File: src/stcl_pkg.sv
// shared constants, types and pattern tables for the serial text command led controller
package stcl_pkg;

    // line buffer depth in characters, one slot reserved for the terminator
    localparam int LINE_CHARS = 64;
    localparam int LEN_W      = $clog2(LINE_CHARS);

    typedef logic [LEN_W-1:0] len_t;

    // command patterns, one match flag each
    localparam int PAT_COUNT        = 5;
    localparam int PAT_LED_ON       = 0;
    localparam int PAT_LED_OFF      = 1;
    localparam int PAT_PING         = 2;
    localparam int PAT_BLINK_PREFIX = 3;
    localparam int PAT_BLINK_OFF    = 4;
    localparam int PREFIX_LEN       = 6;
    localparam int PAT_MAX_LEN      = 9;

    typedef logic [PAT_COUNT-1:0] flags_t;

    // item kinds on the request side
    typedef enum logic {
        CMD_BYTE = 1'b0,
        CMD_TICK = 1'b1
    } cmd_t;

    // response codes
    typedef enum logic [2:0] {
        RESP_NONE        = 3'd0,
        RESP_LED_ON      = 3'd1,
        RESP_LED_OFF     = 3'd2,
        RESP_PING        = 3'd3,
        RESP_BLINK_START = 3'd4,
        RESP_BLINK_END   = 3'd5,
        RESP_INVALID     = 3'd6,
        RESP_UNKNOWN     = 3'd7
    } resp_t;

    localparam logic [7:0] CHAR_CR    = 8'h0D;
    localparam logic [7:0] CHAR_LF    = 8'h0A;
    localparam logic [7:0] CHAR_ZERO  = 8'h30;
    localparam logic [7:0] CHAR_NINE  = 8'h39;
    localparam logic [15:0] NUM_MAX   = 16'hFFFF;

    // pattern text, left aligned in nine character slots
    function automatic logic [8*PAT_MAX_LEN-1:0] pat_text(input int k);
        logic [8*PAT_MAX_LEN-1:0] txt;
        begin
            unique case (k)
                PAT_LED_ON:       txt = "LED on   ";
                PAT_LED_OFF:      txt = "LED off  ";
                PAT_PING:         txt = "PING     ";
                PAT_BLINK_PREFIX: txt = "BLINK    ";
                default:          txt = "BLINK off";
            endcase
            return txt;
        end
    endfunction

    // pattern length in characters
    function automatic logic [3:0] pat_len(input int k);
        logic [3:0] len;
        begin
            unique case (k)
                PAT_LED_ON:       len = 4'd6;
                PAT_LED_OFF:      len = 4'd7;
                PAT_PING:         len = 4'd4;
                PAT_BLINK_PREFIX: len = 4'd6;
                default:          len = 4'd9;
            endcase
            return len;
        end
    endfunction

    // character of pattern k at position p, zero past the slot
    function automatic logic [7:0] pat_char(input int k, input logic [3:0] p);
        logic [8*PAT_MAX_LEN-1:0] txt;
        logic [3:0]               slot;
        begin
            txt  = pat_text(k);
            slot = 4'(PAT_MAX_LEN - 1) - p;
            if (p >= 4'(PAT_MAX_LEN))
            begin
                return 8'h00;
            end
            return txt[8*slot +: 8];
        end
    endfunction

endpackage

File: src/serial_text_command_led_controller_core.sv
// serial text command led controller: request register, single pass decode, result register
//
// Request channel (s_axis): tuser carries the kind of item, 0 for a received text byte and
// 1 for a one millisecond tick; tdata carries the byte, ignored on ticks.
// Result channel (m_axis): exactly one result per request, tdata[2:0] the response code
// (none, led on, led off, ping, blink start, blink end, invalid, unknown) and tdata[3]
// the LED level after that request.
// Bytes are matched against the command words as they arrive; a CR or LF ends the line.
// An accepted request waits in the request register, which feeds the decode and state
// update; their outcome is registered in the result register once that register is free.
// Throughput is one request per cycle while the receiver takes results, set by the single
// pass of decode logic between the two registers; the request register refills in the
// same cycle the result moves on.
// When the receiver stalls, the result register holds, the request register holds one
// more item, and s_axis_tready then drops until the result is taken.
// Reset clears both stages, the line match state (all patterns matching, empty line),
// the LED, and the blink timer.
module serial_text_command_led_controller_core
(
    input  logic       clk,
    input  logic       rst_n,
    input  logic       s_axis_tvalid,
    output logic       s_axis_tready,
    input  logic [7:0] s_axis_tdata,   // [7:0] rx_byte
    input  logic [0:0] s_axis_tuser,   // [0] command
    output logic       m_axis_tvalid,
    input  logic       m_axis_tready,
    output logic [7:0] m_axis_tdata    // [2:0] response, [3] led_level, [7:4] zero
);

    // request register
    logic                 in_valid_reg, in_valid_next;
    stcl_pkg::cmd_t       in_cmd_reg;
    logic [7:0]           in_byte_reg;

    // result register
    logic                 out_valid_reg, out_valid_next;
    stcl_pkg::resp_t      out_resp_reg, out_resp_next;
    logic                 out_led_reg, out_led_next;

    // line and blink state
    stcl_pkg::len_t       line_length_reg, line_length_next;
    stcl_pkg::flags_t     match_flags_reg, match_flags_next;
    logic [15:0]          number_value_reg, number_value_next;
    logic                 number_valid_reg, number_valid_next;
    logic                 led_state_reg, led_state_next;
    logic                 blink_enabled_reg, blink_enabled_next;
    logic [15:0]          blink_interval_reg, blink_interval_next;
    logic [15:0]          elapsed_ticks_reg, elapsed_ticks_next;

    logic                 out_ready;
    logic                 process;
    logic                 in_take;

    // decode helpers
    logic                 is_term;
    logic                 is_digit;
    logic [19:0]          num_sum;
    logic [15:0]          elapsed_inc;
    logic [15:0]          num_eff;
    stcl_pkg::flags_t     exact;

    // handshakes
    assign out_ready     = !out_valid_reg || m_axis_tready;
    assign process       = in_valid_reg && out_ready;
    assign s_axis_tready = !in_valid_reg || out_ready;
    assign in_take       = s_axis_tvalid && s_axis_tready;

    assign m_axis_tvalid = out_valid_reg;
    assign m_axis_tdata  = {4'b0000, out_led_reg, out_resp_reg};

    // character classes and number accumulation
    assign is_term  = (in_byte_reg == stcl_pkg::CHAR_CR) || (in_byte_reg == stcl_pkg::CHAR_LF);
    assign is_digit = (in_byte_reg >= stcl_pkg::CHAR_ZERO) && (in_byte_reg <= stcl_pkg::CHAR_NINE);
    assign num_sum  = {4'b0000, number_value_reg} * 20'd10
                    + {12'd0, in_byte_reg - stcl_pkg::CHAR_ZERO};
    assign elapsed_inc = (elapsed_ticks_reg == stcl_pkg::NUM_MAX)
                       ? elapsed_ticks_reg : elapsed_ticks_reg + 16'd1;
    assign num_eff  = number_valid_reg ? number_value_reg : 16'd0;

    // exact pattern hits at the end of the line
    always_comb
    begin
        for (int k = 0; k < stcl_pkg::PAT_COUNT; k++)
        begin
            exact[k] = match_flags_reg[k]
                    && (line_length_reg == stcl_pkg::LEN_W'(stcl_pkg::pat_len(k)));
        end
    end

    // pipeline control
    always_comb
    begin
        in_valid_next  = in_take ? 1'b1 : (process ? 1'b0 : in_valid_reg);
        out_valid_next = process ? 1'b1 : (m_axis_tready ? 1'b0 : out_valid_reg);
    end

    // decode and state update
    always_comb
    begin
        line_length_next    = line_length_reg;
        match_flags_next    = match_flags_reg;
        number_value_next   = number_value_reg;
        number_valid_next   = number_valid_reg;
        led_state_next      = led_state_reg;
        blink_enabled_next  = blink_enabled_reg;
        blink_interval_next = blink_interval_reg;
        elapsed_ticks_next  = elapsed_ticks_reg;
        out_resp_next       = stcl_pkg::RESP_NONE;

        if (process)
        begin
            if (in_cmd_reg == stcl_pkg::CMD_TICK)
            begin
                // blink timer
                if (blink_enabled_reg)
                begin
                    if (elapsed_inc >= blink_interval_reg)
                    begin
                        led_state_next     = !led_state_reg;
                        elapsed_ticks_next = 16'd0;
                    end
                    else
                    begin
                        elapsed_ticks_next = elapsed_inc;
                    end
                end
            end
            else if (is_term)
            begin
                // classify the line
                priority if (exact[stcl_pkg::PAT_LED_ON])
                begin
                    led_state_next = 1'b1;
                    out_resp_next  = stcl_pkg::RESP_LED_ON;
                end
                else if (exact[stcl_pkg::PAT_LED_OFF])
                begin
                    led_state_next = 1'b0;
                    out_resp_next  = stcl_pkg::RESP_LED_OFF;
                end
                else if (exact[stcl_pkg::PAT_PING])
                begin
                    out_resp_next = stcl_pkg::RESP_PING;
                end
                else if (match_flags_reg[stcl_pkg::PAT_BLINK_PREFIX]
                         && (line_length_reg >= stcl_pkg::LEN_W'(stcl_pkg::PREFIX_LEN)))
                begin
                    priority if (num_eff != 16'd0)
                    begin
                        blink_interval_next = num_eff;
                        blink_enabled_next  = 1'b1;
                        elapsed_ticks_next  = 16'd0;
                        out_resp_next       = stcl_pkg::RESP_BLINK_START;
                    end
                    else if (exact[stcl_pkg::PAT_BLINK_OFF])
                    begin
                        blink_enabled_next = 1'b0;
                        led_state_next     = 1'b0;
                        out_resp_next      = stcl_pkg::RESP_BLINK_END;
                    end
                    else
                    begin
                        out_resp_next = stcl_pkg::RESP_INVALID;
                    end
                end
                else
                begin
                    out_resp_next = stcl_pkg::RESP_UNKNOWN;
                end
                line_length_next  = '0;
                match_flags_next  = '1;
                number_value_next = 16'd0;
                number_valid_next = 1'b1;
            end
            else if (line_length_reg < stcl_pkg::LEN_W'(stcl_pkg::LINE_CHARS - 1))
            begin
                // incremental match of one character
                for (int k = 0; k < stcl_pkg::PAT_COUNT; k++)
                begin
                    if (line_length_reg < stcl_pkg::LEN_W'(stcl_pkg::pat_len(k)))
                    begin
                        if (stcl_pkg::pat_char(k, line_length_reg[3:0]) != in_byte_reg)
                        begin
                            match_flags_next[k] = 1'b0;
                        end
                    end
                    else if (k != stcl_pkg::PAT_BLINK_PREFIX)
                    begin
                        match_flags_next[k] = 1'b0;
                    end
                end
                if (line_length_reg >= stcl_pkg::LEN_W'(stcl_pkg::PREFIX_LEN))
                begin
                    if (is_digit)
                    begin
                        number_value_next = (num_sum > 20'(stcl_pkg::NUM_MAX))
                                          ? stcl_pkg::NUM_MAX : num_sum[15:0];
                    end
                    else
                    begin
                        number_valid_next = 1'b0;
                    end
                end
                line_length_next = line_length_reg + stcl_pkg::LEN_W'(1);
            end
        end
        out_led_next = led_state_next;
    end

    // control registers
    always_ff @(posedge clk or negedge rst_n)
    begin
        if (!rst_n)
        begin
            in_valid_reg       <= 1'b0;
            out_valid_reg      <= 1'b0;
            line_length_reg    <= '0;
            match_flags_reg    <= '1;
            number_value_reg   <= 16'd0;
            number_valid_reg   <= 1'b1;
            led_state_reg      <= 1'b0;
            blink_enabled_reg  <= 1'b0;
            blink_interval_reg <= 16'd0;
            elapsed_ticks_reg  <= 16'd0;
        end
        else
        begin
            in_valid_reg       <= in_valid_next;
            out_valid_reg      <= out_valid_next;
            line_length_reg    <= line_length_next;
            match_flags_reg    <= match_flags_next;
            number_value_reg   <= number_value_next;
            number_valid_reg   <= number_valid_next;
            led_state_reg      <= led_state_next;
            blink_enabled_reg  <= blink_enabled_next;
            blink_interval_reg <= blink_interval_next;
            elapsed_ticks_reg  <= elapsed_ticks_next;
        end
    end

    // payload registers
    always_ff @(posedge clk)
    begin
        if (in_take)
        begin
            in_cmd_reg  <= stcl_pkg::cmd_t'(s_axis_tuser[0]);
            in_byte_reg <= s_axis_tdata;
        end
        if (process)
        begin
            out_resp_reg <= out_resp_next;
            out_led_reg  <= out_led_next;
        end
    end

    // checks
    a_led_on_level: assert property (@(posedge clk) disable iff (!rst_n)
        (out_valid_reg && out_resp_reg == stcl_pkg::RESP_LED_ON) |-> out_led_reg)
        else $error("led on result with led low");

    a_led_off_level: assert property (@(posedge clk) disable iff (!rst_n)
        (out_valid_reg && (out_resp_reg == stcl_pkg::RESP_LED_OFF
                           || out_resp_reg == stcl_pkg::RESP_BLINK_END)) |-> !out_led_reg)
        else $error("led off result with led high");

    a_tick_no_resp: assert property (@(posedge clk) disable iff (!rst_n)
        (process && in_cmd_reg == stcl_pkg::CMD_TICK) |=> (out_resp_reg == stcl_pkg::RESP_NONE))
        else $error("tick produced a response");

    a_line_bound: assert property (@(posedge clk) disable iff (!rst_n)
        line_length_reg <= stcl_pkg::LEN_W'(stcl_pkg::LINE_CHARS - 1))
        else $error("line length beyond buffer");

    a_blink_interval: assert property (@(posedge clk) disable iff (!rst_n)
        blink_enabled_reg |-> (blink_interval_reg != 16'd0))
        else $error("blinking with zero interval");

endmodule
File: config.mk
export PLATFORM = sky130hd
export DESIGN_NAME = serial_text_command_led_controller_core
export DESIGN_NICKNAME = d
export VERILOG_FILES = /design/src/stcl_pkg.sv /design/src/serial_text_command_led_controller_core.sv
export SDC_FILE = /design/constraint.sdc
export NUM_CORES = 1
export LEC_CHECK = 0
export BUFFER_PORTS_ARGS = -buffer_cell sky130_fd_sc_hd__buf_2
export CAP_MARGIN = 20
export CELL_PAD_IN_SITES_DETAIL_PLACEMENT = 1
export CELL_PAD_IN_SITES_GLOBAL_PLACEMENT = 2
export CORE_ASPECT_RATIO = 0.6
export CORE_UTILIZATION = 35
export CTS_CLUSTER_SIZE = 10
export DETAILED_ROUTE_END_ITERATION = 12
export PLACE_DENSITY_LB_ADDON = 0.1
export SLEW_MARGIN = 20
export SYNTH_ARGS = -nofsm -noshare
export SYNTH_HDL_FRONTEND = slang
export SYNTH_SLANG_ARGS = --single-unit
File: constraint.sdc
create_clock -name clk -period 7.6 [get_ports clk]
set_clock_uncertainty 0.05 [all_clocks]
set_input_delay 0.38 -clock clk [delete_from_list [all_inputs] [get_ports clk]]
set_output_delay 0.38 -clock clk [all_outputs]
set_load 0.005 [all_outputs]
After elaboration in Yosys (flattened, before gate mapping):

Index checks and enable logic that the tools add are counted.

* add/sub/neg operators: 5
* multipliers: 1
* order comparisons: 11
* equality and inequality tests: 21
* shifts and indexed selects: 5
* multiplexer cells: 150
* bitwise logic cells: 5
* reduce and logical (&&, ||, !) cells: 40

Operator list (count)
* two-way mux 72 bit: 25
* variable part select 72 x 8 -> 8 bit: 5
* two-way mux 16 bit: 16
* two-way mux 8 bit: 31
* two-way mux 4 bit: 16
* two-way mux 1 bit: 53
* != test 8 bit: 5
* < comparator 6 x 4 -> 1 bit: 4
* AND reduction 8 bit: 3
* nonzero test 2 bit: 11
* adder 20 x 8 -> 20 bit: 1
* > comparator 20 x 16 -> 1 bit, second input constant: 1
* multiplier 16 x 3 -> 19 bit, second input constant: 1
* equality test 6 x 3 -> 1 bit, second input constant: 3
* adder 16 x 1 -> 16 bit, second input constant: 1
* equality test 16 bit, second input constant: 1
* equality test 8 x 4 -> 1 bit, second input constant: 2
* >= comparator 16 bit: 1
* AND reduction 4 bit: 4
* nonzero test 16 bit: 1
* AND reduction 5 bit: 3
* two-way mux 6 bit: 2
* two-way mux 2 bit: 5
* two-way mux 5 bit: 2
* 21 further kinds: 41

* register bits after elaboration: 77
* input bits: 13
* output and inout port bits: 10
* logic and storage cells: 258

Depth between registers and ports, before layout:

* depth after elaboration: 23
* mapped depth: 17

Worst setup path after synthesis:

OpenSTA, ideal clock, no wires.

* kind: register -> register
* start point: register elapsed_ticks_reg[6]
* end point: register elapsed_ticks_reg[13]
* arrival time: 3.545 ns
* required time: 7.485 ns
* setup slack: 3.940 ns
* stages on the path, launching flop included: 17
* path buffers: 2
* clock period less this slack: 3.660 ns
* cells stage by stage: dfrtp_1 and3_1 and2_1 nand4_1 nor2_1 a21oi_1 and3_1 xor2_1 ha_1 a21o_1 a21o_1 a21oi_1 o21ai_0 a2111oi_2 buf_2 buf_2 a22o_1

* longest elaborated chain between the ends: 6

Ends and longest elaborated chain
* start: declaration: RTL line serial_text_command_led_controller_core.sv:49 `logic [15:0] elapsed_ticks_reg, elapsed_ticks_next;`
* start signal: assignment: RTL line serial_text_command_led_controller_core.sv:238 `elapsed_ticks_reg <= elapsed_ticks_next;`
* adder 16 x 1 -> 16 bit or equality test 16 bit (tied branches): RTL line serial_text_command_led_controller_core.sv:78, serial_text_command_led_controller_core.sv:77
* two-way mux 16 bit (*): RTL line serial_text_command_led_controller_core.sv:78 `? elapsed_ticks_reg : elapsed_ticks_reg + 16'd1;`
* >= comparator 16 bit: RTL line serial_text_command_led_controller_core.sv:118 `if (elapsed_inc >= blink_interval_reg)`
* two-way mux 16 bit (*): RTL line serial_text_command_led_controller_core.sv:118
* two-way mux 16 bit (*): RTL line serial_text_command_led_controller_core.sv:116 `if (blink_enabled_reg)`
* two-way mux 16 bit (*): RTL line serial_text_command_led_controller_core.sv:113 `if (in_cmd_reg == stcl_pkg::CMD_TICK)`

Mark *: on every way between the ends. The rest lies on a longest branch, timed or not. The select of a mux whose other input is x is not followed.
A chain may end at the register's enable or synchronous reset.

Final worst setup path:

* start point: register elapsed_ticks_reg[7]
* end point: register elapsed_ticks_reg[7]

Same word-level chain as after synthesis.

==> results.json <==
{
  "status": "finished clean",
  "p_sw_frac": 0.4679,
  "post_cts_resize_count": 0,
  "max_freq_mhz": 229.6,
  "ctsHoldBuffers": 0,
  "fin_crit_ns": 4.355,
  "synth_compound_area_frac": 0.2128,
  "yosysWarnings": 0,
  "grtUsageMet3": 0.03675,
  "cts_setup_buffers": 0,
  "holdWs_ns": 0.1653,
  "combinationalPowerShare": 0.512,
  "gp_congestion": 0.8131,
  "synth_simple_gate_area_frac": 0.1789,
  "firstDrtPassIters": 5,
  "critPathKind": "register to register",
  "leakage_uw": 0.003018,
  "synthMuxAreaShare": 0.01868,
  "cts_tree": "done",
  "synth-adder-area-share": 0.1304,
  "final_util": 0.3897,
  "synth_xor_area_frac": 0.07959,
  "required_ns": 7.82,
  "synth_top_area_share": 0.2355,
  "syn-mean-instance-area_um2": 8.892,
  "grtUsageMet1": 0.3359,
  "root_buffer": "clkbuf_16",
  "instances_no_fill": 938,
  "clock_sinks": 77,
  "rsz0062_at_grt": "no",
  "grt_busiest_layer": "met1",
  "drc": 0,
  "clock_path_buffers": 2,
  "io_buffers": 18,
  "dp_cells": 922,
  "yosys.area.top_type": "dfrtp_1",
  "async_reset_ff_frac": 0.8312,
  "arrival_ns": 4.57,
  "wirelength_um": 18070,
  "grt_pass1_vias": 5403,
  "fp.dieW_um": 173.3,
  "tns_ns": 0,
  "antenna_found_initial": 0,
  "syn_inst": 693,
  "grt_max_degree": 65,
  "cts.clk_slew.worst_paths_ns": 0.07,
  "p_int_uw": 1086,
  "cts_buffers": 9,
  "start_util": 0.3588,
  "diodes": 0,
  "finalMaxSlewViolations": 0,
  "p_seq_frac": 0.285,
  "pwr-share-clk": 0.203,
  "nNetsFinal": 775,
  "switchingPower_uw": 955.0,
  "syn_to_final_growth_pct": 8.629,
  "htreeDepth": 3,
  "slew_headroom": 0.3031,
  "rows": 37,
  "vias": 5177,
  "ir_drop_uv": 111.3,
  "synthDistinctLibCells": 70,
  "setup_viol_count_final": 0,
  "ys.flop_type": "dfrtp_1",
  "pin_count": 23,
  "ys_ff_latch": 77,
  "clk_latency_ns": 0.34,
  "die_area_um2": 18160,
  "cp_max_fo": 15,
  "coreArea_um2": 17180,
  "wl_per_cell_um": 19.26,
  "finalHoldViolCount": 0,
  "end_kind": "register",
  "routed_via_density": 5.519,
  "grt_util_all_layers": 0.2105,
  "die_y_um": 104.8,
  "synth.area.top_cells": "dfrtp_1, ha_1, edfxtp_1, a21oi_1, xnor2_1",
  "synth_edf_count": 13,
  "drv_cap": 0,
  "worst_slew_pin_slew_ns": 1.039,
  "netlist_area_um2": 6162,
  "hpwl_um": 14070,
  "grt_use_met2": 0.2900,
  "synth_top_family_by_area": "compound AO/OA/AOI/OAI gates",
  "drtIter0Drc": 260,
  "ys_seq_area_frac": 0.3245,
  "cp-start-kind": "register",
  "hold_path.class": "input pin to register",
  "grt_remaining_overflow": 0,
  "period_share": 0.5730,
  "grt_pass1_wl_um": 30170,
  "ant_nets": 0,
  "drive_gt1_frac": 0.1065,
  "p_per_area_nw_per_um2": 304.9
}
[final cells by class]
type	count	area [um2]
Sequential cell	77	1999
Timing Repair Buffer	23	131.4
Fill cell	2004	10480
Inverter	37	138.9
Tap cell	234	292.8
Clock inverter	7	56.30
Multi-Input combinational cell	551	3850
Clock buffer	9	225.2
[power by group through the flow]
stage | logic, uW | clock network [uW] | registers (uW)
after CTS | 1040 | 426 | 579
after detailed placement | 1040 | 0 | 586
final | 1040 | 415 | 581
after global routing | 1160 | 442 | 591
after global placement | 1010 | 0 | 585
after floorplan | 846 | 0 | 518
[synth_stat cells, drive strengths merged, types with 8 or more instances]
cell type	instances
nand4	16
xnor2	33
clkbuf	14
nand2	48
nor3	11
or3	8
nor2	42
nor4	9
a31oi	13
inv	36
ha	61
nand3	40
a21o	10
dfrtp	58
a21oi	76
o211ai	9
a22o	9
buf	16
nand2b	10
edfxtp	13
xor2	23
o21ai	52
[worst max-delay path, cell delays in order, from the launching register on]
cell	delay [ns]
dfrtp_1	0.44
and3_1	0.20
and2_1	0.18
nand4_1	0.11
nor2_1	0.11
a21oi_1	0.54
nand3_1	0.19
xnor2_1	0.24
ha_1	0.29
a2111oi_0	0.43
o21ai_0	0.30
a2111oi_4	0.65
buf_6	0.25
a41oi_1	0.13
a31oi_1	0.16
[path summary, 6_finish.rpt]
| kind | start | endpoint | slack, ns | depth (start not counted) |
|---|---|---|---|---|
| max | elapsed_ticks_reg[7]$_DFFE_PN0P_ | elapsed_ticks_reg[7]$_DFFE_PN0P_ | 3.25 | 14 |
| min | s_axis_tdata[5] | in_byte_reg[5]$_DFFE_PP_ | 0.17 | 1 |
| max reg2reg | elapsed_ticks_reg[7]$_DFFE_PN0P_ | elapsed_ticks_reg[7]$_DFFE_PN0P_ | 3.25 | 14 |
| min reg2reg | in_valid_reg$_DFFE_PN0P_ | m_axis_tvalid$_DFFE_PN0P_ | 0.44 | 1 |
| max in group asynchronous | rst_n | number_value_reg[4]$_DFFE_PN0P_ | 6.74 | 2 |
| min in group asynchronous | rst_n | elapsed_ticks_reg[14]$_DFFE_PN0P_ | 0.18 | 2 |
[layer usage]
layer | wire length, um | part of all wire
met1 | 10270 | 0.57
met2 | 7043 | 0.39
met3 | 639 | 0.035
met4 | 114 | 0.0063
met5 | 0 | 0
[layout by cell type (no fill, tap or decap), drive strengths merged, types with 10 or more instances in the layout]
cell type and n:
nor2 42, o21ai 52, inv 40, nand2 48, nand2b 10, buf 23, nor3 11, xnor2 33
dfrtp 58, nand3 40, nand4 16, xor2 23, ha 61, a31oi 13, edfxtp 13, a21o 10
a21oi 76
[through the flow]
step | area (um2) | setup WS, ns | total power [uW]
2_1_floorplan | 6173 | 3.940 | 1364
3_5_place_dp | 6412 | 3.330 | 1622
5_1_grt | 6694 | 2.776 | 2197
6_report | 6694 | 3.245 | 2041
3_3_place_gp | 6401 | 3.170 | 1593
4_1_cts | 6694 | 3.289 | 2045
[kinds of logic after synthesis]
family | after synthesis
AOI/OAI and AO/OA | 203
xor gates and xnor gates | 56
adders and majority gates | 63
buffers and inverters | 68
DFF | 77
muxes | 11
other | 1
and+or+nand+nor | 214
Power figures use the tool's default switching activity.
